`src/design/lpd_pkg.sv`:
```
`timescale 1ns / 1ps

// Shared types and constants of the length prefix deframer.
package lpd_pkg;

	// Header storage and its index widths.
	localparam int MaxHeaderBytes = 8;
	localparam int HdrIdxW = $clog2(MaxHeaderBytes);
	localparam int HdrCntW = $clog2(MaxHeaderBytes + 1);

	// Command queue between the front and the back.
	localparam int QueueDepth = 8;
	localparam int QPtrW = $clog2(QueueDepth);
	localparam int QCntW = $clog2(QueueDepth + 1);

	// Fixed field widths.
	localparam int ByteW = 8;
	localparam int LenW = 32;
	localparam int HlenW = 4;
	localparam int ErrW = 2;
	localparam int AddrW = 4;
	localparam int RegIdxW = 2;

	// Error codes carried on error_code.
	localparam logic [ErrW-1:0] ERR_NONE = 2'd0;
	localparam logic [ErrW-1:0] ERR_SHORT = 2'd1;
	localparam logic [ErrW-1:0] ERR_LONG = 2'd2;

	// Register indexes (word address bits of paddr).
	localparam logic [RegIdxW-1:0] REG_TEXT_MODE = 2'd0;
	localparam logic [RegIdxW-1:0] REG_HEADER_LEN = 2'd1;
	localparam logic [RegIdxW-1:0] REG_MAX_LEN = 2'd2;

	// Kind of a queued command.
	typedef enum logic [1:0] {
		KIND_HDR = 2'd0,
		KIND_BODY = 2'd1,
		KIND_ERR = 2'd2
	} kind_t;

	// Configuration as seen by the front.
	typedef struct packed {
		logic text_mode;
		logic [HlenW-1:0] header_len;
		logic [LenW-1:0] max_len;
	} cfg_t;

	// One queued command: a header burst, a body byte or an error.
	typedef struct packed {
		kind_t kind;
		logic [MaxHeaderBytes-1:0][ByteW-1:0] bytes;
		logic [HlenW-1:0] hlen;
		logic [LenW-1:0] len;
		logic last;
		logic [ErrW-1:0] err;
	} entry_t;

endpackage

```
`src/design/length_prefix_deframer.sv`:
```
`timescale 1ns / 1ps

// Length prefix deframer: cuts a byte stream into packets whose header gives
// the total length, header included, as a 2- or 4-byte big-endian number or
// as header_len ASCII hex characters. It takes one byte per cycle. Header
// bytes are held and, on the header's last byte, leave as a burst of one
// result per header byte, one per cycle while the output does not stall,
// from an eight-entry command queue; body bytes follow one result each. A
// result passes through the queue and then the output register. The input
// stalls only when the command queue is full and no command retires in that
// cycle, which happens while the output side stalls or while a header burst
// is still going out. A bad length gives one error result and the block then
// ignores all input until reset. Registers: text_mode at 0x0, header_len at
// 0x4, max_packet_len at 0x8; write them only while the block is idle.
module length_prefix_deframer (
	input logic clk,
	input logic arst_n,
	// Configuration port.
	input logic psel,
	input logic penable,
	input logic pwrite,
	input logic [lpd_pkg::AddrW-1:0] paddr,
	input logic [31:0] pwdata,
	output logic [31:0] prdata,
	output logic pready,
	// Byte input.
	input logic in_valid,
	output logic in_stall,
	input logic [lpd_pkg::ByteW-1:0] data_byte,
	// Result output.
	output logic out_valid,
	input logic out_stall,
	output logic [lpd_pkg::ByteW-1:0] out_byte,
	output logic first_of_packet,
	output logic last_of_packet,
	output logic [lpd_pkg::LenW-1:0] packet_length,
	output logic [lpd_pkg::ErrW-1:0] error_code,
	output logic end_of_burst
);

	logic text_mode_q;
	logic [lpd_pkg::HlenW-1:0] header_len_q;
	logic [lpd_pkg::LenW-1:0] max_len_q;
	logic wr_en;
	logic [lpd_pkg::RegIdxW-1:0] reg_idx;
	lpd_pkg::cfg_t cfg;

	logic q_full;
	logic q_block;
	logic q_empty;
	logic push;
	logic pop;
	lpd_pkg::entry_t push_entry;
	lpd_pkg::entry_t head;

	assign pready = 1'b1;
	assign wr_en = psel && penable && pwrite && pready;
	assign reg_idx = paddr[lpd_pkg::AddrW-1:2];

	// Configuration registers.
	always_ff @(posedge clk or negedge arst_n) begin
		if (!arst_n) begin
			text_mode_q <= 1'b0;
			header_len_q <= 4'd2;
			max_len_q <= 32'd65536;
		end else if (wr_en) begin
			case (reg_idx)
				lpd_pkg::REG_TEXT_MODE: text_mode_q <= pwdata[0];
				lpd_pkg::REG_HEADER_LEN: header_len_q <= pwdata[lpd_pkg::HlenW-1:0];
				lpd_pkg::REG_MAX_LEN: max_len_q <= pwdata;
				default: begin
					max_len_q <= max_len_q;
				end
			endcase
		end
	end

	// Register read back.
	always_comb begin
		case (reg_idx)
			lpd_pkg::REG_TEXT_MODE: prdata = {31'd0, text_mode_q};
			lpd_pkg::REG_HEADER_LEN: prdata = {28'd0, header_len_q};
			lpd_pkg::REG_MAX_LEN: prdata = max_len_q;
			default: prdata = '0;
		endcase
	end

	assign cfg.text_mode = text_mode_q;
	assign cfg.header_len = header_len_q;
	assign cfg.max_len = max_len_q;

	// A full queue still takes a command in a cycle in which the back retires one.
	assign q_block = q_full && !pop;

	lpd_front u_front (
		.clk(clk),
		.arst_n(arst_n),
		.cfg(cfg),
		.in_valid(in_valid),
		.data_byte(data_byte),
		.q_full(q_block),
		.in_stall(in_stall),
		.push(push),
		.push_entry(push_entry)
	);

	lpd_queue u_queue (
		.clk(clk),
		.arst_n(arst_n),
		.push(push),
		.push_entry(push_entry),
		.pop(pop),
		.full(q_full),
		.empty(q_empty),
		.head(head)
	);

	lpd_back u_back (
		.clk(clk),
		.arst_n(arst_n),
		.head(head),
		.empty(q_empty),
		.pop(pop),
		.out_stall(out_stall),
		.out_valid(out_valid),
		.out_byte(out_byte),
		.first_of_packet(first_of_packet),
		.last_of_packet(last_of_packet),
		.packet_length(packet_length),
		.error_code(error_code),
		.end_of_burst(end_of_burst)
	);

endmodule

```
`src/design/lpd_front.sv`:
```
`timescale 1ns / 1ps

// Front part: takes stream bytes, gathers the header, decodes and checks the
// length, and pushes one command per completed header or body byte.
module lpd_front (
	input logic clk,
	input logic arst_n,
	input lpd_pkg::cfg_t cfg,
	input logic in_valid,
	input logic [lpd_pkg::ByteW-1:0] data_byte,
	input logic q_full,
	output logic in_stall,
	output logic push,
	output lpd_pkg::entry_t push_entry
);

	typedef enum logic [2:0] {
		PH_HEADER = 3'b001,
		PH_BODY = 3'b010,
		PH_CLOSED = 3'b100
	} phase_t;

	phase_t phase_q;
	logic [lpd_pkg::HdrCntW-1:0] cnt_q;
	logic [lpd_pkg::LenW-1:0] bytes_left_q;
	logic [lpd_pkg::LenW-1:0] len_q;
	logic [lpd_pkg::MaxHeaderBytes-1:0][lpd_pkg::ByteW-1:0] store_q;

	logic acc;
	logic [lpd_pkg::HlenW-1:0] hl_eff;
	logic [lpd_pkg::HdrCntW-1:0] cnt_inc;
	logic hdr_done;
	logic [lpd_pkg::MaxHeaderBytes-1:0][lpd_pkg::ByteW-1:0] hdr_vec;
	logic [lpd_pkg::LenW-1:0] dec_len;
	logic is_short;
	logic is_long;

	// Returns {valid, value} of one ASCII hex character.
	function automatic logic [4:0] hex_digit(input logic [lpd_pkg::ByteW-1:0] c);
		logic [lpd_pkg::ByteW-1:0] t;
		t = '0;
		if (c >= 8'h30 && c <= 8'h39) begin
			t = c - 8'h30;
			return {1'b1, t[3:0]};
		end else if (c >= 8'h61 && c <= 8'h66) begin
			t = c - 8'h57;
			return {1'b1, t[3:0]};
		end else if (c >= 8'h41 && c <= 8'h46) begin
			t = c - 8'h37;
			return {1'b1, t[3:0]};
		end
		return 5'd0;
	endfunction

	// Hex digits up to the first non-digit, within the first hl characters.
	function automatic logic [lpd_pkg::LenW-1:0] hex_decode(
		input logic [lpd_pkg::MaxHeaderBytes-1:0][lpd_pkg::ByteW-1:0] h,
		input logic [lpd_pkg::HlenW-1:0] hl
	);
		logic [lpd_pkg::LenW-1:0] a;
		logic stop;
		logic [4:0] d;
		a = '0;
		stop = 1'b0;
		for (int i = 0; i < lpd_pkg::MaxHeaderBytes; i++) begin
			d = hex_digit(h[i]);
			if (lpd_pkg::HlenW'(i) < hl) begin
				if (stop || !d[4]) begin
					stop = 1'b1;
				end else begin
					a = {a[lpd_pkg::LenW-5:0], d[3:0]};
				end
			end
		end
		return a;
	endfunction

	assign acc = in_valid && !in_stall;
	assign in_stall = q_full;

	// Header size in force: zero acts as one, oversize is clipped.
	always_comb begin
		if (cfg.header_len == '0) begin
			hl_eff = lpd_pkg::HlenW'(1);
		end else if (cfg.header_len > lpd_pkg::HlenW'(lpd_pkg::MaxHeaderBytes)) begin
			hl_eff = lpd_pkg::HlenW'(lpd_pkg::MaxHeaderBytes);
		end else begin
			hl_eff = cfg.header_len;
		end
	end

	assign cnt_inc = cnt_q + 1'b1;
	assign hdr_done = lpd_pkg::HlenW'(cnt_inc) >= hl_eff;

	// Stored header with the incoming byte placed at its slot.
	always_comb begin
		for (int i = 0; i < lpd_pkg::MaxHeaderBytes; i++) begin
			hdr_vec[i] = (cnt_q[lpd_pkg::HdrIdxW-1:0] == lpd_pkg::HdrIdxW'(i)) ?
				data_byte : store_q[i];
		end
	end

	// Length decode in either header format.
	always_comb begin
		if (cfg.text_mode) begin
			dec_len = hex_decode(hdr_vec, hl_eff);
		end else if (hl_eff == 4'd2) begin
			dec_len = {16'd0, hdr_vec[0], hdr_vec[1]};
		end else if (hl_eff == 4'd4) begin
			dec_len = {hdr_vec[0], hdr_vec[1], hdr_vec[2], hdr_vec[3]};
		end else begin
			dec_len = '0;
		end
	end

	assign is_short = (dec_len == '0) ||
		(dec_len < {{(lpd_pkg::LenW - lpd_pkg::HlenW){1'b0}}, hl_eff});
	assign is_long = dec_len > cfg.max_len;

	// Command built for the queue.
	always_comb begin
		push = 1'b0;
		push_entry = '0;
		push_entry.kind = lpd_pkg::KIND_BODY;
		push_entry.bytes = hdr_vec;
		push_entry.hlen = hl_eff;
		push_entry.len = len_q;
		push_entry.err = lpd_pkg::ERR_NONE;
		if (acc) begin
			case (phase_q)
				PH_HEADER: begin
					if (hdr_done) begin
						push = 1'b1;
						push_entry.len = dec_len;
						if (is_short) begin
							push_entry.kind = lpd_pkg::KIND_ERR;
							push_entry.err = lpd_pkg::ERR_SHORT;
						end else if (is_long) begin
							push_entry.kind = lpd_pkg::KIND_ERR;
							push_entry.err = lpd_pkg::ERR_LONG;
						end else begin
							push_entry.kind = lpd_pkg::KIND_HDR;
							push_entry.last = dec_len ==
								{{(lpd_pkg::LenW - lpd_pkg::HlenW){1'b0}}, hl_eff};
						end
					end
				end
				PH_BODY: begin
					push = 1'b1;
					push_entry.bytes[0] = data_byte;
					push_entry.last = bytes_left_q <= 1;
				end
				default: begin
					push = 1'b0;
				end
			endcase
		end
	end

	// Phase, header count and body countdown.
	always_ff @(posedge clk or negedge arst_n) begin
		if (!arst_n) begin
			phase_q <= PH_HEADER;
			cnt_q <= '0;
			bytes_left_q <= '0;
			len_q <= '0;
		end else if (acc) begin
			case (phase_q)
				PH_HEADER: begin
					if (!hdr_done) begin
						cnt_q <= cnt_inc;
					end else begin
						cnt_q <= '0;
						len_q <= dec_len;
						if (is_short || is_long) begin
							phase_q <= PH_CLOSED;
						end else if (!push_entry.last) begin
							bytes_left_q <= dec_len -
								{{(lpd_pkg::LenW - lpd_pkg::HlenW){1'b0}}, hl_eff};
							phase_q <= PH_BODY;
						end
					end
				end
				PH_BODY: begin
					if (push_entry.last) begin
						bytes_left_q <= '0;
						cnt_q <= '0;
						phase_q <= PH_HEADER;
					end else begin
						bytes_left_q <= bytes_left_q - 1'b1;
					end
				end
				default: begin
					phase_q <= PH_CLOSED;
				end
			endcase
		end
	end

	// Header byte storage.
	always_ff @(posedge clk) begin
		if (acc && phase_q == PH_HEADER &&
			cnt_q < lpd_pkg::HdrCntW'(lpd_pkg::MaxHeaderBytes)) begin
			store_q[cnt_q[lpd_pkg::HdrIdxW-1:0]] <= data_byte;
		end
	end

`ifndef SYNTH
	// Once closed, the front never leaves that phase and pushes nothing.
	a_closed_stays: assert property (@(posedge clk) disable iff (!arst_n)
		phase_q == PH_CLOSED |=> phase_q == PH_CLOSED && !push)
		else $error("closed deframer reopened");
	// The header count never reaches the storage depth between transfers.
	a_cnt_range: assert property (@(posedge clk) disable iff (!arst_n)
		cnt_q < lpd_pkg::HdrCntW'(lpd_pkg::MaxHeaderBytes))
		else $error("header count overflow");
	// An error command always closes the front.
	a_err_closes: assert property (@(posedge clk) disable iff (!arst_n)
		push && push_entry.kind == lpd_pkg::KIND_ERR |=> phase_q == PH_CLOSED)
		else $error("error without closing");
`endif

endmodule

```
`src/design/lpd_queue.sv`:
```
`timescale 1ns / 1ps

// Command queue that lets the front and the back stall independently.
module lpd_queue (
	input logic clk,
	input logic arst_n,
	input logic push,
	input lpd_pkg::entry_t push_entry,
	input logic pop,
	output logic full,
	output logic empty,
	output lpd_pkg::entry_t head
);

	lpd_pkg::entry_t mem_q [lpd_pkg::QueueDepth];
	logic [lpd_pkg::QPtrW-1:0] wr_ptr_q;
	logic [lpd_pkg::QPtrW-1:0] rd_ptr_q;
	logic [lpd_pkg::QCntW-1:0] cnt_q;

	assign full = cnt_q == lpd_pkg::QCntW'(lpd_pkg::QueueDepth);
	assign empty = cnt_q == '0;
	assign head = mem_q[rd_ptr_q];

	// Pointers and fill count.
	always_ff @(posedge clk or negedge arst_n) begin
		if (!arst_n) begin
			wr_ptr_q <= '0;
			rd_ptr_q <= '0;
			cnt_q <= '0;
		end else begin
			if (push) begin
				wr_ptr_q <= wr_ptr_q + 1'b1;
			end
			if (pop) begin
				rd_ptr_q <= rd_ptr_q + 1'b1;
			end
			if (push && !pop) begin
				cnt_q <= cnt_q + 1'b1;
			end else if (pop && !push) begin
				cnt_q <= cnt_q - 1'b1;
			end
		end
	end

	// Entry storage.
	always_ff @(posedge clk) begin
		if (push) begin
			mem_q[wr_ptr_q] <= push_entry;
		end
	end

`ifndef SYNTH
	// A full queue takes a command only while it retires one.
	a_no_overflow: assert property (@(posedge clk) disable iff (!arst_n)
		push |-> !full || pop)
		else $error("push into full queue");
	a_no_underflow: assert property (@(posedge clk) disable iff (!arst_n)
		pop |-> !empty)
		else $error("pop from empty queue");
	a_cnt_range: assert property (@(posedge clk) disable iff (!arst_n)
		cnt_q <= lpd_pkg::QCntW'(lpd_pkg::QueueDepth))
		else $error("queue count out of range");
	a_cnt_push: assert property (@(posedge clk) disable iff (!arst_n)
		push && !pop |=> cnt_q == $past(cnt_q) + 1'b1)
		else $error("queue count did not follow a push");
`endif

endmodule

```
`src/design/lpd_back.sv`:
```
`timescale 1ns / 1ps

// Back part: expands each queued command into result transfers through an
// output register.
module lpd_back (
	input logic clk,
	input logic arst_n,
	input lpd_pkg::entry_t head,
	input logic empty,
	output logic pop,
	input logic out_stall,
	output logic out_valid,
	output logic [lpd_pkg::ByteW-1:0] out_byte,
	output logic first_of_packet,
	output logic last_of_packet,
	output logic [lpd_pkg::LenW-1:0] packet_length,
	output logic [lpd_pkg::ErrW-1:0] error_code,
	output logic end_of_burst
);

	logic [lpd_pkg::HdrIdxW-1:0] idx_q;
	logic out_valid_q;
	logic [lpd_pkg::ByteW-1:0] byte_q;
	logic first_q;
	logic last_q;
	logic [lpd_pkg::LenW-1:0] len_q;
	logic [lpd_pkg::ErrW-1:0] err_q;
	logic eob_q;

	logic load;
	logic last_res;
	logic [lpd_pkg::ByteW-1:0] n_byte;
	logic n_first;
	logic n_last;

	assign load = !empty && (!out_valid_q || !out_stall);
	assign last_res = (head.kind != lpd_pkg::KIND_HDR) ||
		(lpd_pkg::HlenW'(idx_q) == head.hlen - 1'b1);
	assign pop = load && last_res;

	// Fields of the next result from the head command.
	always_comb begin
		case (head.kind)
			lpd_pkg::KIND_HDR: begin
				n_byte = head.bytes[idx_q];
				n_first = idx_q == '0;
				n_last = last_res && head.last;
			end
			lpd_pkg::KIND_BODY: begin
				n_byte = head.bytes[0];
				n_first = 1'b0;
				n_last = head.last;
			end
			default: begin
				n_byte = '0;
				n_first = 1'b0;
				n_last = 1'b0;
			end
		endcase
	end

	// Burst position and output valid.
	always_ff @(posedge clk or negedge arst_n) begin
		if (!arst_n) begin
			idx_q <= '0;
			out_valid_q <= 1'b0;
		end else begin
			if (load) begin
				idx_q <= last_res ? '0 : idx_q + 1'b1;
				out_valid_q <= 1'b1;
			end else if (!out_stall) begin
				out_valid_q <= 1'b0;
			end
		end
	end

	// Output payload register.
	always_ff @(posedge clk) begin
		if (load) begin
			byte_q <= n_byte;
			first_q <= n_first;
			last_q <= n_last;
			len_q <= head.len;
			err_q <= head.err;
			eob_q <= last_res;
		end
	end

	assign out_valid = out_valid_q;
	assign out_byte = byte_q;
	assign first_of_packet = first_q;
	assign last_of_packet = last_q;
	assign packet_length = len_q;
	assign error_code = err_q;
	assign end_of_burst = eob_q;

`ifndef SYNTH
	// A new result is loaded only when the previous one has left or is leaving.
	a_no_overwrite: assert property (@(posedge clk) disable iff (!arst_n)
		out_valid_q && out_stall |-> !load)
		else $error("pending result overwritten");
	// The burst position rewinds whenever a command is retired.
	a_idx_rewind: assert property (@(posedge clk) disable iff (!arst_n)
		pop |=> idx_q == '0)
		else $error("burst position not rewound");
	// An error result is always the end of its burst.
	a_err_eob: assert property (@(posedge clk) disable iff (!arst_n)
		load && head.kind == lpd_pkg::KIND_ERR |-> pop)
		else $error("error result not a single transfer");
`endif

endmodule
```
`config.mk`:
```
export PLATFORM = sky130hd
export DESIGN_NAME = length_prefix_deframer
export DESIGN_NICKNAME = d
export VERILOG_FILES = /design/src/design/lpd_pkg.sv /design/src/design/length_prefix_deframer.sv /design/src/design/lpd_front.sv /design/src/design/lpd_queue.sv /design/src/design/lpd_back.sv
export SDC_FILE = /design/constraint.sdc
export NUM_CORES = 2
export LEC_CHECK = 0
export CELL_PAD_IN_SITES_DETAIL_PLACEMENT = 0
export CELL_PAD_IN_SITES_GLOBAL_PLACEMENT = 1
export CORE_MARGIN = 1.5
export CORE_UTILIZATION = 30
export CTS_CLUSTER_DIAMETER = 30
export DETAILED_ROUTE_END_ITERATION = 6
export DONT_BUFFER_PORTS = 1
export PLACE_DENSITY = 0.59
export SYNTH_ARGS = -nofsm -noshare
export SYNTH_HDL_FRONTEND = slang
export SYNTH_SLANG_ARGS = --single-unit
```
`constraint.sdc`:
```
create_clock -name clk -period 18 [get_ports clk]
set_input_delay 0.9 -clock clk [delete_from_list [all_inputs] [get_ports clk]]
set_output_delay 0.9 -clock clk [all_outputs]
set_load 0.01 [all_outputs]
```
==> metrics.md <==
| Metric | Value |
|---|---|
| Syn nets | 3242 |
| Vias in the first global route | just over 30000 |
| DR iter-0 viols | 2588 |
| Post-synth top area share | roughly 59% |
| Setup WS pre-CTS | 7530 ps |
| Layout Nets | between 3000 and 4000 |
| Die W | a little over 400 um |
| Synthesized area per cell | 15.7 um^2 |
| Post-route ant nets | 0 |
| Final Cycle Share | roughly 60% |
| Slowest-stage cell, CP | mux2i_1 |
| First-pass GRT wire length | about 210000 um |
| Detailed placer's ending HPWL | ~90000 um |
| Worst Tran Pin Value | ~1300 ps |
| CP Capture Type | flip-flop |
| Slew Viols, Final | 0 |
| Worst EP required | ~19000 ps |
| Worst Hold Depth | 0 |
| PostCTS Resize Cnt | 0 |
| Register bit total from synthesis | 1071 |
| Layout cells sized above 1 | 26.7% |
| Area growth syn-to-layout | 24.8% |
| Clock Path Buffers | 4 |
| Post-synth EDFFs | 949 |
| Post-synthesis async set-or-reset flop share | a little under an eighth |
| Vias | ~29000 |
| Placement Cell Area | just over 50000 um^2 |
| Top-count cell post-synth | edfxtp_1 |
| Post-Syn Instances | around 3100 |
| Status | finished, final reports clean |
| Util after Layout | around 38% |
| Gr ovfl total | 0 |
| Routability congestion estimate from global placement | 0.914 |
| Multiplexer share of the synthesized area | 15.4% |
| Reg clk slew, reported paths | roughly 50 ps |
| Adder-Cell Fraction of Synth Area | under 10% |
| Post-Synth Simple-Gate Area | approximately 6.8% |
| # Post-CTS Setup Buffers | 0 |
| Min Clock Period, post-route | between 10000 and 15000 ps |
| TNS Setup | 0 ps |
| Ys Warns | 0 |
| Largest fanout on the critical path | 63 |
| Setup repair after global routing missed its margin | no |
| Biggest area consumer among synthesized cells | edfxtp_1 |
| All-Layer GR Usage | ~17% |
| Number of I/O pins | approximately 130 |
| Crit-path max cell delay | 900 ps |
| Wire length per cell | approximately 25 um |
| Post-synthesis sequential area ratio | around 65% |
| Clock sink count | roughly 1100 |
| TritonCTS buffer count | 280 |
| DRC viols | 0 |
| Routed vias/inst | ~5.2 |
| Final WL | 143000 um |
| Critical Path Source Type | flip-flop |
| Final Hold Fails | 0 |
| H-Tree Depth | 5 |
| Cell chosen for the clock root | clkbuf_16 |
| Reg2Reg Depth | 29 |
| P per Cell Area | 169 nW/um^2 |
| Worst Hold Class | in2reg |
| Clock latency on the worst-skew pair | between 800 and 900 ps |
| Final setup margin | between 7000 and 8000 ps |
| Worst Path Arrival | roughly 11000 ps |
| Synth top cells by count | edfxtp_1 (949), mux4_2 (242), nor2_1 (171) |
| Mapped Area | about 49000 um^2 |
| Setup violators final | 0 |
| WS Path Type | reg2reg |
| Starting Density | a little under a third |
| Cell variety after synth | approximately 100 |
| Area share of xor/xnor cells in the synthesized design | under 10% |
| Complex-gate fraction of the synthesized area | 7.36% |
| Initial antenna violation count | 1 |
| Total Die Area | 164000 um^2 |
| Largest family of logic cells by synthesized area | multiplexers |
| CORE AREA | about 160000 um^2 |
| Sequential Area | 31600 um^2 |
| Pre-antenna DRT Iters | 6 |
| Clk_skew | approximately 76 ps |
| Peak VDD IR | between 0.09 and 0.1 mV |
| Most common cell on crit path | ha_1 |
| Largest net degree at the start of global routing | between 100 and 150 |
| CTS tree | built |
| Die Y | roughly 410 um |
| Most used flip-flop cell after synthesis | edfxtp_1 |
| Leakage power | ~22 nW |
| Post-CTS Hold Buffers | 2 |
| Std cell rows | about 150 |
| Design area | just over 60000 um^2 |
| Port Buffers | 0 |
| Fillers | about 15000 |
| Maxcap violations | 0 |
| Area of the multi-input gates | about 16000 um^2 |
| Max Fclk | roughly 0.093 GHz |
| Largest cells by area after synthesis | edfxtp_1 (59%), mux4_2 (11%), dfrtp_1 (6.1%) |
| Slew headroom | around an eighth |
==> power by group <==
part,total (mW),internal [mW],switching [mW]
registers,3.16,2.96,0.196
logic,2.25,0.963,1.29
clock network,4.87,3.45,1.42
==> placed cells by master (no fill, tap or decap), drive strengths merged, types with 21 or more instances in the layout <==
master    instances
clkinv           80
nand2           162
o21ai           182
a211oi           30
mux4            242
nor2b            21
nand4            25
edfxtp          949
and2             38
ha               88
xnor2            43
clkinvlp         23
bufinv           35
mux2i            68
dfrtp           119
nor3             58
nor2            171
buf              83
a21o             21
inv             121
a21oi           109
mux2            118
nor4             28
clkbuf          338
nand3            48
==> path summary, 6_finish.rpt <==
kind | startpoint | endpoint | slack (ps)
worst max-delay path | u_front.cnt_q[0] | u_front.bytes_left_q[1] | 7280
worst min-delay path | data_byte[7] | u_front.store_q[55] | 140
worst max register to register | u_front.cnt_q[0] | u_front.bytes_left_q[1] | 7280
worst min register to register | u_front.len_q[26] | u_front.len_q[26] | 460
max in group asynchronous | arst_n | u_front.cnt_q[3] | 15990
min in group asynchronous | arst_n | max_len_q[16] | 1150
==> layout make-up <==
| cell class | instances | area share, % |
|---|---|---|
| flip-flops and latches | 1071 | 52.0 |
| multi-input cells | 1766 | 26.5 |
| clock buffers | 338 | 12.4 |
| well taps | 2160 | 4.45 |
| clock inverters | 147 | 2.85 |
| repair buffers | 84 | 1.08 |
| inverters | 112 | 0.693 |
| diodes | 4 | 0.0165 |
==> metal layers <==
metal,routed length [um],global-route usage (%),share of wire [%]
met5,0,0,0
met4,4210,6.48,2.9
met3,9250,3.91,6.5
met2,65000,26.6,45
met1,64600,24.1,45
==> critical path, delay by kind of cell, from the launching register on <==
kind	cells	cell delay [ps]
buffers and inverters	3	890
AO/OA/AOI/OAI	14	4140
flip-flops	1	490
adder cells (fa/ha/maj)	3	950
multiplexers	2	1280
AND/OR/NAND/NOR	7	2810
==> registers in the layout, indices dropped and copies added, names as in the netlist, 4 cells and up <==
register and count:
u_back.packet_length 32, u_front.cnt_q 4, u_queue.cnt_q 4, u_front.store_q 64, u_front.len_q 32, max_len_q 32, u_queue.mem_q 840, u_back.out_byte 8
u_front.bytes_left_q 32, header_len_q 4
==> metrics by stage <==
stage / cells / power, mW / hold WS [ps]
floorplan: 3101 / 4.73 / 439
global placement: 5191 / 5.46 / 450
detailed placement: 5191 / 5.47 / 460
CTS: 5678 / 10.4 / 61.8
global route: 5679 / 10.7 / 85.9
finish: 5682 / 10.3 / 139
==> cell families after synthesis <==
group | after synthesis
AOI/OAI and AO/OA | 535
xor gates and xnor gates | 57
adders and majority gates | 90
buffers and inverters | 264
DFF | 1071
muxes | 428
other | 1
and+or+nand+nor | 655
Note: power is estimated with default switching activity, not from simulation.
